File: config.mk
export PLATFORM = sky130hd
export DESIGN_NAME = uyvy_pair_to_rgb
export DESIGN_NICKNAME = d
export VERILOG_FILES = /design/src/rtl/core/u2r_pkg.sv /design/src/rtl/core/u2r_chroma_terms.sv /design/src/rtl/core/u2r_mix_sat.sv /design/src/rtl/core/uyvy_pair_to_rgb.sv
export SDC_FILE = /design/constraint.sdc
export NUM_CORES = 1
export LEC_CHECK = 0
export ABC_CLOCK_PERIOD_IN_PS = 7800
export BUFFER_PORTS_ARGS = -buffer_cell sky130_fd_sc_hd__buf_2
export CAP_MARGIN = 40
export CORE_ASPECT_RATIO = 2
export CORE_UTILIZATION = 60
export DETAILED_ROUTE_END_ITERATION = 10
export GPL_TIMING_DRIVEN = 0
export PLACE_DENSITY = 0.77
export SLEW_MARGIN = 40
export SYNTH_ARGS = -nofsm -noshare
export SYNTH_HDL_FRONTEND = slang
export SYNTH_HIERARCHICAL = 1
export SYNTH_SLANG_ARGS = --single-unit
File: constraint.sdc
create_clock -name i_clk -period 7.8 [get_ports i_clk]
set_input_delay 0.78 -clock i_clk [delete_from_list [all_inputs] [get_ports i_clk]]
set_output_delay 0.78 -clock i_clk [all_outputs]
set_load 0.01 [all_outputs]
File: src/rtl/core/u2r_pkg.sv
// u2r_pkg: types and constants shared by the UYVY-to-RGB converter.
// No dependencies; imported by every module of the block.

package u2r_pkg;

    // Configuration port geometry
    localparam int CFG_IDX_W  = 2;
    localparam int CFG_DATA_W = 9;

    // Register indexes
    localparam logic [CFG_IDX_W-1:0] CFG_CB_BLUE  = 2'd0;
    localparam logic [CFG_IDX_W-1:0] CFG_CR_RED   = 2'd1;
    localparam logic [CFG_IDX_W-1:0] CFG_CB_GREEN = 2'd2;
    localparam logic [CFG_IDX_W-1:0] CFG_CR_GREEN = 2'd3;

    // Reset weights, 1/256 units (1.772, 1.402, 0.344136, 0.714136)
    localparam logic [8:0] RST_CB_BLUE  = 9'd454;
    localparam logic [8:0] RST_CR_RED   = 9'd359;
    localparam logic [7:0] RST_CB_GREEN = 8'd88;
    localparam logic [7:0] RST_CR_GREEN = 8'd183;

    // Width of a floored chroma term (range -256..255)
    localparam int TERM_W = 10;

    // One UYVY macropixel
    typedef struct packed {
        logic [7:0] chroma_blue;
        logic [7:0] luma_first;
        logic [7:0] chroma_red;
        logic [7:0] luma_second;
    } t_uyvy;

    // Two RGB888 pixels
    typedef struct packed {
        logic [7:0] red_first;
        logic [7:0] green_first;
        logic [7:0] blue_first;
        logic [7:0] red_second;
        logic [7:0] green_second;
        logic [7:0] blue_second;
    } t_rgb_pair;

    // Weight registers as seen by the datapath
    typedef struct packed {
        logic [8:0] cb_to_blue_weight;
        logic [8:0] cr_to_red_weight;
        logic [7:0] cb_to_green_weight;
        logic [7:0] cr_to_green_weight;
    } t_weights;

    // Floored chroma terms plus the two lumas, handed to the output stage
    typedef struct packed {
        logic [7:0]               luma_first;
        logic [7:0]               luma_second;
        logic signed [TERM_W-1:0] red_term;
        logic signed [TERM_W-1:0] green_term;
        logic signed [TERM_W-1:0] blue_term;
    } t_terms;

endpackage

File: src/rtl/core/u2r_chroma_terms.sv
// u2r_chroma_terms: three pipeline stages - chroma offset, weight
// multiplies, green sum and floor by 256. Depends on u2r_pkg.

module u2r_chroma_terms
    import u2r_pkg::*;
(
    input  logic     i_clk,
    input  logic     i_rst_n,
    input  t_weights i_weights,
    input  logic     i_valid,
    output logic     o_ready,
    input  t_uyvy    i_data,
    output logic     o_valid,
    input  logic     i_ready,
    output t_terms   o_terms
);

    // Stage valids and per-stage advance
    logic r_v1, r_v2, r_v3;
    logic rdy1, rdy2, rdy3;

    assign rdy3    = !r_v3 || i_ready;
    assign rdy2    = !r_v2 || rdy3;
    assign rdy1    = !r_v1 || rdy2;
    assign o_ready = rdy1;
    assign o_valid = r_v3;

    // Stage 1: offset-binary chroma to signed (flip the top bit)
    logic signed [7:0] r_d1, r_e1;
    logic [7:0]        r_y0_1, r_y1_1;

    // Stage 2: exact products
    logic signed [17:0] r_pb2, r_pr2;
    logic signed [16:0] r_pgb2, r_pgr2;
    logic [7:0]         r_y0_2, r_y1_2;
    logic signed [17:0] n_pb2, n_pr2;
    logic signed [16:0] n_pgb2, n_pgr2;

    // Stage 3: floored terms
    t_terms             r_t3;
    logic signed [17:0] n_gsum;

    // Valid bits
    always_ff @(posedge i_clk) begin
        if (!i_rst_n) begin
            r_v1 <= 1'b0;
            r_v2 <= 1'b0;
            r_v3 <= 1'b0;
        end else begin
            if (rdy1) r_v1 <= i_valid;
            if (rdy2) r_v2 <= r_v1;
            if (rdy3) r_v3 <= r_v2;
        end
    end

    // Stage 1 payload
    always_ff @(posedge i_clk) begin
        if (rdy1 && i_valid) begin
            r_d1   <= $signed({~i_data.chroma_blue[7], i_data.chroma_blue[6:0]});
            r_e1   <= $signed({~i_data.chroma_red[7], i_data.chroma_red[6:0]});
            r_y0_1 <= i_data.luma_first;
            r_y1_1 <= i_data.luma_second;
        end
    end

    // Stage 2 multiplies: weights are unsigned, widened with a zero sign bit
    always_comb begin
        n_pb2  = $signed({1'b0, i_weights.cb_to_blue_weight}) * r_d1;
        n_pr2  = $signed({1'b0, i_weights.cr_to_red_weight}) * r_e1;
        n_pgb2 = $signed({1'b0, i_weights.cb_to_green_weight}) * r_d1;
        n_pgr2 = $signed({1'b0, i_weights.cr_to_green_weight}) * r_e1;
    end

    always_ff @(posedge i_clk) begin
        if (rdy2 && r_v1) begin
            r_pb2  <= n_pb2;
            r_pr2  <= n_pr2;
            r_pgb2 <= n_pgb2;
            r_pgr2 <= n_pgr2;
            r_y0_2 <= r_y0_1;
            r_y1_2 <= r_y1_1;
        end
    end

    // Stage 3: shared green sum; arithmetic shift is floor division by 256
    assign n_gsum = 18'(r_pgb2) + 18'(r_pgr2);

    always_ff @(posedge i_clk) begin
        if (rdy3 && r_v2) begin
            r_t3.luma_first  <= r_y0_2;
            r_t3.luma_second <= r_y1_2;
            r_t3.blue_term   <= r_pb2[17:8];
            r_t3.red_term    <= r_pr2[17:8];
            r_t3.green_term  <= n_gsum[17:8];
        end
    end

    assign o_terms = r_t3;

    // A stalled stage holds its item
    a_s3_hold: assert property (@(posedge i_clk) disable iff (!i_rst_n)
        r_v3 && !i_ready |=> r_v3 && $stable(r_t3))
        else $error("stage 3 lost its item under stall");

    a_s2_hold: assert property (@(posedge i_clk) disable iff (!i_rst_n)
        r_v2 && !rdy3 |=> r_v2 && $stable(r_pb2) && $stable(r_pgr2))
        else $error("stage 2 lost its item under stall");

    // An accepted item always lands in stage 1
    a_s1_fill: assert property (@(posedge i_clk) disable iff (!i_rst_n)
        i_valid && o_ready |=> r_v1)
        else $error("accepted item not captured in stage 1");

endmodule

File: src/rtl/core/u2r_mix_sat.sv
// u2r_mix_sat: output stage - luma plus red/blue terms, minus green term,
// clamped to 0..255 into the result register. Depends on u2r_pkg.

module u2r_mix_sat
    import u2r_pkg::*;
(
    input  logic      i_clk,
    input  logic      i_rst_n,
    input  logic      i_valid,
    output logic      o_ready,
    input  t_terms    i_terms,
    output logic      o_valid,
    input  logic      i_ready,
    output t_rgb_pair o_data
);

    // Clamp an 11-bit signed sum to 0..255
    function automatic logic [7:0] sat8(input logic signed [10:0] v);
        logic [7:0] res;
        if (v[10])
            res = 8'd0;
        else if (v[9:8] != 2'b00)
            res = 8'hFF;
        else
            res = v[7:0];
        return res;
    endfunction

    logic              r_valid;
    t_rgb_pair         r_data;
    t_rgb_pair         n_data;
    logic signed [10:0] y0_s, y1_s, tr_s, tg_s, tb_s;

    assign o_ready = !r_valid || i_ready;

    // Sign-extend terms, zero-extend lumas
    always_comb begin
        y0_s = $signed({3'b000, i_terms.luma_first});
        y1_s = $signed({3'b000, i_terms.luma_second});
        tr_s = 11'(i_terms.red_term);
        tg_s = 11'(i_terms.green_term);
        tb_s = 11'(i_terms.blue_term);
        n_data.red_first    = sat8(y0_s + tr_s);
        n_data.green_first  = sat8(y0_s - tg_s);
        n_data.blue_first   = sat8(y0_s + tb_s);
        n_data.red_second   = sat8(y1_s + tr_s);
        n_data.green_second = sat8(y1_s - tg_s);
        n_data.blue_second  = sat8(y1_s + tb_s);
    end

    always_ff @(posedge i_clk) begin
        if (!i_rst_n) begin
            r_valid <= 1'b0;
        end else if (o_ready) begin
            r_valid <= i_valid;
        end
    end

    always_ff @(posedge i_clk) begin
        if (o_ready && i_valid) begin
            r_data <= n_data;
        end
    end

    assign o_valid = r_valid;
    assign o_data  = r_data;

    // Both pixels share chroma, so channels are monotonic in luma together
    a_mono_r: assert property (@(posedge i_clk) disable iff (!i_rst_n)
        r_valid && (r_data.red_first > r_data.red_second) |->
            r_data.green_first >= r_data.green_second &&
            r_data.blue_first >= r_data.blue_second)
        else $error("pixel channels not ordered with luma");

    a_mono_b: assert property (@(posedge i_clk) disable iff (!i_rst_n)
        r_valid && (r_data.blue_first < r_data.blue_second) |->
            r_data.green_first <= r_data.green_second &&
            r_data.red_first <= r_data.red_second)
        else $error("pixel channels not ordered with luma");

    // A transfer in with room always produces a result next cycle
    a_load: assert property (@(posedge i_clk) disable iff (!i_rst_n)
        i_valid && o_ready |=> r_valid)
        else $error("output stage dropped a transfer");

endmodule

File: src/rtl/core/uyvy_pair_to_rgb.sv
// uyvy_pair_to_rgb: top level - weight registers and the four-stage
// YCbCr 4:2:2 to RGB888 pipeline. Depends on u2r_pkg, u2r_chroma_terms, u2r_mix_sat.
//
//  channel   ports                                   direction
//  -------   -------------------------------------   ---------
//  input     i_in_valid / o_in_ready / i_in_data     UYVY macropixel in
//  output    o_out_valid / i_out_ready / o_out_data  two RGB pixels out
//  config    i_cfg_we / i_cfg_idx / i_cfg_data       weight writes
//
// Four register stages: an accepted macropixel passes the stage 1, 2 and 3
// registers and then the output register, whose valid bit is o_out_valid. One
// macropixel is taken every cycle while the output is not stalled. Depth is set
// by the chroma offset, multiply, green sum/floor and add/clamp stages. A stall
// stops only the stages that are full, so bubbles are squeezed out. Synchronous
// active-low reset clears the valid bits and loads the default BT.601 weights.

module uyvy_pair_to_rgb
    import u2r_pkg::*;
(
    input  logic                  i_clk,
    input  logic                  i_rst_n,
    input  logic                  i_cfg_we,
    input  logic [CFG_IDX_W-1:0]  i_cfg_idx,
    input  logic [CFG_DATA_W-1:0] i_cfg_data,
    input  logic                  i_in_valid,
    output logic                  o_in_ready,
    input  t_uyvy                 i_in_data,
    output logic                  o_out_valid,
    input  logic                  i_out_ready,
    output t_rgb_pair             o_out_data
);

    t_weights r_weights;
    t_terms   terms;
    logic     terms_valid, terms_ready;

    // Weight registers
    always_ff @(posedge i_clk) begin
        if (!i_rst_n) begin
            r_weights.cb_to_blue_weight  <= RST_CB_BLUE;
            r_weights.cr_to_red_weight   <= RST_CR_RED;
            r_weights.cb_to_green_weight <= RST_CB_GREEN;
            r_weights.cr_to_green_weight <= RST_CR_GREEN;
        end else if (i_cfg_we) begin
            unique case (i_cfg_idx)
                CFG_CB_BLUE:  r_weights.cb_to_blue_weight  <= i_cfg_data;
                CFG_CR_RED:   r_weights.cr_to_red_weight   <= i_cfg_data;
                CFG_CB_GREEN: r_weights.cb_to_green_weight <= i_cfg_data[7:0];
                CFG_CR_GREEN: r_weights.cr_to_green_weight <= i_cfg_data[7:0];
                default: ;
            endcase
        end
    end

    // Stages 1-3: chroma terms
    u2r_chroma_terms u_terms (
        .i_clk     (i_clk),
        .i_rst_n   (i_rst_n),
        .i_weights (r_weights),
        .i_valid   (i_in_valid),
        .o_ready   (o_in_ready),
        .i_data    (i_in_data),
        .o_valid   (terms_valid),
        .i_ready   (terms_ready),
        .o_terms   (terms)
    );

    // Stage 4: add, clamp, output register
    u2r_mix_sat u_mix (
        .i_clk   (i_clk),
        .i_rst_n (i_rst_n),
        .i_valid (terms_valid),
        .o_ready (terms_ready),
        .i_terms (terms),
        .o_valid (o_out_valid),
        .i_ready (i_out_ready),
        .o_data  (o_out_data)
    );

endmodule
# == After elaboration in Yosys (flattened, before gate mapping) ==
# Cells that the tools add are included.
# W data, S select, Z words.
# op_classes
n_mux,6
n_mul,4
addsub,7
bitwise_logic,2
eq_ne,3
n_reduce_logical,23
# op_table
op,n
$mux W8,6
$add A9 B10 Y11,4
$mul A10 B8 Y18,2
$mul A9 B8 Y17,2
$sub A9 B10 Y11,2
$add A17 B17 Y18,1
$reduce_bool A2 Y1,6
$reduce_and A2 Y1,4
$eq A2 B2 Y1 const B,2
$logic_and A1 B1 Y1,4
$logic_not A1 Y1,4
$logic_or A1 B1 Y1,4
$eq A2 B1 Y1 const B,1
$logic_not A2 Y1,1
$not A1 Y1,2
# totals
wordCells,74
output_inout_bits,50
in_bits,48
ff_bits,250

# == Logic depth before layout (Yosys ltp) ==
# logic_depth
depth_word,6
mapped_depth,18
depth_no_buf,17

# == By module ==
# Netlist, hierarchy kept.
# by_module_without_submodules
mod,area_each_um2,seq_area_each_um2,n_inst,cells_each
u2r_chroma_terms,13903.3,4504.3,1,1233
u2r_mix_sat,5007.3,1461.4,1,546
uyvy_pair_to_rgb,1360.1,680.7,1,132

# == Least setup slack after synthesis ==
# Ideal clock, no wire load.
# synth_timing
path_kind,input-to-reg
from,in i_out_ready
to,reg u_terms.r_pb2[10] (enable)
cell_stages,3
setup_time_ns,0.605
setup_slack_ns,1.103
required_ns,7.195
n_path_buf,0
arrival_ns,6.092
path_cell_list,nand2b_1 > nor2b_1 > a21boi_0
# synth_between
elab_chain_cells,4
# synth_lines
element,line_no,source
"start, declared",uyvy_pair_to_rgb.sv:29,"input logic i_out_ready,"
$logic_or A1 B1 Y1,u2r_mix_sat.sv:34,assign o_ready = !r_valid || i_ready;
$logic_or A1 B1 Y1,u2r_chroma_terms.sv:22,assign rdy3 = !r_v3 || i_ready;
$logic_or A1 B1 Y1,u2r_chroma_terms.sv:23,assign rdy2 = !r_v2 || rdy3;
$logic_and A1 B1 Y1,u2r_chroma_terms.sv:75,if (rdy2 && r_v1) begin
"end signal, assigned",u2r_chroma_terms.sv:76,r_pb2 <= n_pb2;
"end, declared",u2r_chroma_terms.sv:33,"logic signed [17:0] r_pb2, r_pr2;"
# Every way passes these cells.
# A chain may end at the register's enable or synchronous reset.

# == Worst setup path after layout ==
# layout_timing
from,reg u_terms.r_e1[7]
to,"reg u_terms.r_pr2[15], data pin"
# layout_between
elab_chain_cells,1
# layout_lines
element,line_no,source
"start, declared",u2r_chroma_terms.sv:29,"logic signed [7:0] r_d1, r_e1;"
"start signal, assigned",u2r_chroma_terms.sv:60,"r_e1 <= $signed({~i_data.chroma_red[7], i_data.chroma_red[6:0]});"
$mul A10 B8 Y18,u2r_chroma_terms.sv:69,"n_pr2 = $signed({1'b0, i_weights.cr_to_red_weight}) * r_e1;"
net u_terms.n_pr2[15],u2r_chroma_terms.sv:36,"logic signed [17:0] n_pb2, n_pr2;"
"end signal, assigned",u2r_chroma_terms.sv:77,r_pr2 <= n_pr2;
"end, declared",u2r_chroma_terms.sv:33,
# The timed path passes the listed nets, and every way through them passes these cells.

==> flow_results.org <==
** Place
- The HPWL after detailed placement is 36,200 um.
- Placer's final routability congestion estimate :: 0.898
- Standard cell area after detailed placement :: 0.0215 mm^2
- Number of buffers added on ports :: 97

** Hold path
- Worst min-delay path category :: reg -> reg
- In this run the most critical hold path is launched from u_terms/r_y1_2[1]$_DFFE_PP_.

** Clock tree
- TritonCTS Sinks :: 234
- Counting the buffers created by CTS gives 22.
- Library cell used as clock root buffer :: sky130_fd_sc_hd__clkbuf_16
- CTS built an H-tree with a depth of 1.
- The clock passes through at most 3 buffers.
- Clock tree from TritonCTS :: yes
- The number of setup buffers added after CTS is 0.
- At the later pin of the worst-skew pair, clock insertion delay measures 0.54 ns.
- Clock transition time at the flip-flop clock pins of the worst setup and hold paths :: 0.06 ns
- # hold bufs at CTS :: 0
- After clock tree synthesis, the repair step resized 0 gates.

** Route
- For this block, the routed nets add up to 44,200 um of wire.
- For this block, the initial DRC count from the detailed router was 609.
- After detailed routing, the number of remaining DRC violations is 0.
- Final ANT Viol Nets :: 0
- 1st-pass router iterations :: 7
- Mean number of vias per cell :: 5.75
- Vias :: 14,300
- In the final routed layout, each cell accounts on average for 17.8 um.

** Pwr
- Sequential group share of total power :: 0.316
- Sw frac :: 0.375
- Total power :: 0.00554 W
- Switching Power :: 0.00207 W
- The share of total power dissipated in combinational logic is 0.503.
- Cell internal power was estimated by the tool at 0.00346 W.
- Worst voltage drop across the vdd grid :: 238 uV
- The share of total power dissipated in the clock network is 0.181.
- In this run the power density over the cells is 250 mW/mm^2.
- Summed over all cells, the static leakage comes to 10.0 nW.

** Run status
- The flow ran to the end, and the final reports show no timing, DRC or antenna violations.

** Synthesis
- Primary FF master, synth :: sky130_fd_sc_hd__edfxtp_1
- Mapped Cells :: 1,911
- Synthesis produced a netlist with a net count of 2,357.
- After synthesis, the share of flip-flops with an asynchronous set or reset is 0.
- For this run, the number of Yosys warnings is 6.
- The mapped netlist covers 0.0203 mm^2.
- In this run the mean area of a mapped cell was 10.6 um^2.
- Seq/Total Area, Yosys :: 0.328
- After synthesis, the netlist uses 89 different library cells.
- Counting flops with a built-in enable in the synthesized netlist gives 196.
- Counting flops and latches in the post-synthesis netlist gives 234.

** Timing
- Dividing the final minimum period by the clock period gives 0.738.
- Tightest Pin Transition :: 0.738 ns
- The worst pin sits at a relative slew slack of 0.507.
- Setup violations remaining at the end of the flow were counted as 0.
- Maximum clock frequency :: 174 MHz
- Subtracting the final worst setup slack from the clock period gives 5.75 ns.
- Setup total negative slack on the finished layout was measured at 0 ns.
- The count of final max-slew check failures was 0.
- Setup repair after global routing missed its margin :: no
- For the final database, setup skew stands at 0.0220 ns.
- Final hold viol count :: 0

** Floorplan
- In this run the core area contains 94 standard-cell rows.
- The initial utilization of the core area, before any placement, comes to 0.613.
- Core Footprint :: 0.0330 mm^2
- The die covers 0.0346 mm^2.
- The floorplan step set the die height to 262 um.
- In this run the count of I/O pins placed on the die edge is 98.
- The die is 132 um wide.

** Job
- Max_cap viols :: 0

** Setup path
- Length in cells of the worst reg-to-reg path :: 17
- Sort of element at the end of the critical path :: flip-flop
- The setup check on the worst reg-to-reg path leaves a slack of 2.05 ns.
- Slowest stage delay, CP :: 0.59 ns
- Crit path required time :: 8.07 ns
- Source of the critical timing path :: u_terms/r_e1[7]$_DFFE_PP_
- Data arrival time of the critical path :: 6.02 ns
- The worst setup path is of the reg -> reg kind.
- Max stage delay cell, worst path :: sky130_fd_sc_hd__edfxtp_1
- The endpoint identified for the worst register-to-register timing path is u_terms/r_pr2[15]$_DFFE_PP_.
- Setup crit end :: u_terms/r_pr2[15]$_DFFE_PP_
- Worst r2r src :: u_terms/r_e1[7]$_DFFE_PP_
- Traced cell by cell, the critical path runs through inv_1 -> clkbuf_1 -> fa_1 -> fa_1 -> inv_1 -> fa_1 -> inv_1 -> fa_1 -> inv_1 -> ha_1 -> and4b_1 -> a221oi_2 -> a221oi_2 -> a21oi_2 -> nand2b_1 -> a31o_1 -> xor2_1.
- Critical path launch point type :: flip-flop
- CP max FO :: 11

** Global route
- Via count of the first global-routing pass :: 15,100
- Antenna violations before repair :: 0
- Global-route wire length before repair :: 72,000 um
- Global router's overall resource usage :: 0.265
- Entering global routing, the biggest net connects 46 pins.
- Summed over all layers, the global routing overflow is 0.

** Layout
- Multi-input logic area :: 0.0125 mm^2
- After routing the design area is 0.0221 mm^2.
- Ratio of cells with drive above 1 in the final layout :: 0.0940
- Across the whole layout, storage elements account for 0.00665 mm^2.
- The net count of the finished layout is 2,487.
- Synth-to-Final Area Change :: 9.22%
- The library cell used most frequently in the layout, excluding fill and tap cells, is sky130_fd_sc_hd__inv_1.
- Diode count :: 0
- In the layout the commonest cells are sky130_fd_sc_hd__inv_1 (258), sky130_fd_sc_hd__ha_1 (236), sky130_fd_sc_hd__edfxtp_1 (196).
- Fill cells in the final layout number 2,615.
- Core utilization of the finished layout :: 0.670
-- logic make-up after synthesis --
logic type,share of synthesized area
simple gates,0.141
flops,0.328
fa+ha+maj,0.306
compound gates,0.124
buf+inv,0.0568
mux,0.0163
xor+xnor,0.0289
-- synth_stat cells, drive strengths merged, types with 5 or more instances --
library cell / n / area share
or3: 6 / 0.0019
o2111ai: 6 / 0.0038
a221oi: 8 / 0.0053
nor2b: 46 / 0.014
a22oi: 7 / 0.0026
a211oi: 20 / 0.0077
o31a: 7 / 0.0030
ha: 236 / 0.15
buf: 9 / 0.0030
xnor2: 47 / 0.020
o211a: 7 / 0.0035
a31oi: 13 / 0.0043
nand2: 99 / 0.018
o221a: 6 / 0.0038
a31o: 6 / 0.0026
a21o: 35 / 0.013
xor2: 20 / 0.0086
nor2: 92 / 0.017
and2: 181 / 0.056
edfxtp: 196 / 0.29
a21boi: 5 / 0.0019
o21ai: 64 / 0.016
inv: 259 / 0.048
or2: 7 / 0.0022
a2bb2oi: 5 / 0.0022
clkbuf: 32 / 0.0059
mux2i: 33 / 0.016
o21a: 32 / 0.012
o31ai: 10 / 0.0042
o21bai: 7 / 0.0026
nor3: 25 / 0.0064
o22ai: 7 / 0.0028
and3: 15 / 0.0049
nand2b: 25 / 0.0077
a21oi: 79 / 0.021
dfxtp: 38 / 0.038
o211ai: 8 / 0.0032
nand3: 18 / 0.0047
fa: 162 / 0.16
-- layer usage --
metal,GRT usage,share of wire
met3,0.0251,0.034
met4,0.183,0.072
met2,0.532,0.56
met5,0,0
met1,0.248,0.34
-- sequential cells by signal, indices dropped and copies added, names as in the netlist --
name / cells
u_terms/r_y0_2: 8
u_terms/r_pgb2: 17
u_terms/r_v2: 1
u_terms/r_y1_2: 8
u_terms/r_v1: 1
u_terms/o_terms: 46
u_terms/r_d1: 8
u_terms/r_pgr2: 17
u_terms/r_pb2: 10
u_terms/r_pr2: 10
u_terms/r_y0_1: 8
u_terms/o_valid: 1
u_mix/o_data: 48
r_weights: 34
u_terms/r_e1: 8
u_terms/r_y1_1: 8
u_mix/o_valid: 1
-- metrics by stage --
stage	worst slack (ns)	hold slack, ns	cells
global route	1.78	0.399	2485
global placement	-1.12	0.401	2440
finish	2.05	0.414	2485
detailed placement	2.12	0.405	2449
floorplan	1.10	0.400	1911
CTS	2.07	0.390	2485
-- layout make-up --
type,instances,area share
multi-input combinational,1377,0.565
clock inverter,12,0.00430
timing repair buffer,106,0.0288
buffer,41,0.00814
inverter,259,0.0439
sequential,234,0.300
clock buffer,24,0.0252
tap,432,0.0244
-- critical path, delay by kind of cell (launching register included) --
kind                     cells  cell delay (ns)
XOR/XNOR                     1             0.14
flip-flops                   1             0.59
AND/OR/NAND/NOR              2             0.33
AO/OA/AOI/OAI                4             1.12
buffers and inverters        5             0.92
adder cells (fa/ha/maj)      5             2.42
-- worst min-delay path by stage --
stage                                    end  slack [ns]  cells past startpoint
6_report       u_terms/o_terms[31]$_DFFE_PP_        0.41                      0
5_1_grt            u_terms/r_e1[0]$_DFFE_PP_        0.40                      1
4_1_cts            u_terms/r_d1[4]$_DFFE_PP_        0.39                      1
3_5_place_dp    u_terms/o_terms[0]$_DFFE_PP_        0.40                      0
3_3_place_gp    u_terms/o_terms[3]$_DFFE_PP_        0.40                      0
2_1_floorplan   u_terms/o_terms[0]$_DFFE_PP_        0.40                      0
-- power groups by stage --
| stage | Clock, W | Combinational (W) | Sequential, W |
|---|---|---|---|
| after global routing | 0.00107 | 0.00318 | 0.00176 |
| after CTS | 0.00103 | 0.00281 | 0.00175 |
| final | 0.00100 | 0.00279 | 0.00175 |
| after global placement | 0 | 0.00264 | 0.00178 |
| after floorplan | 0 | 0.00219 | 0.00175 |
| after detailed placement | 0 | 0.00278 | 0.00178 |
Power figures use the tool's default switching activity.
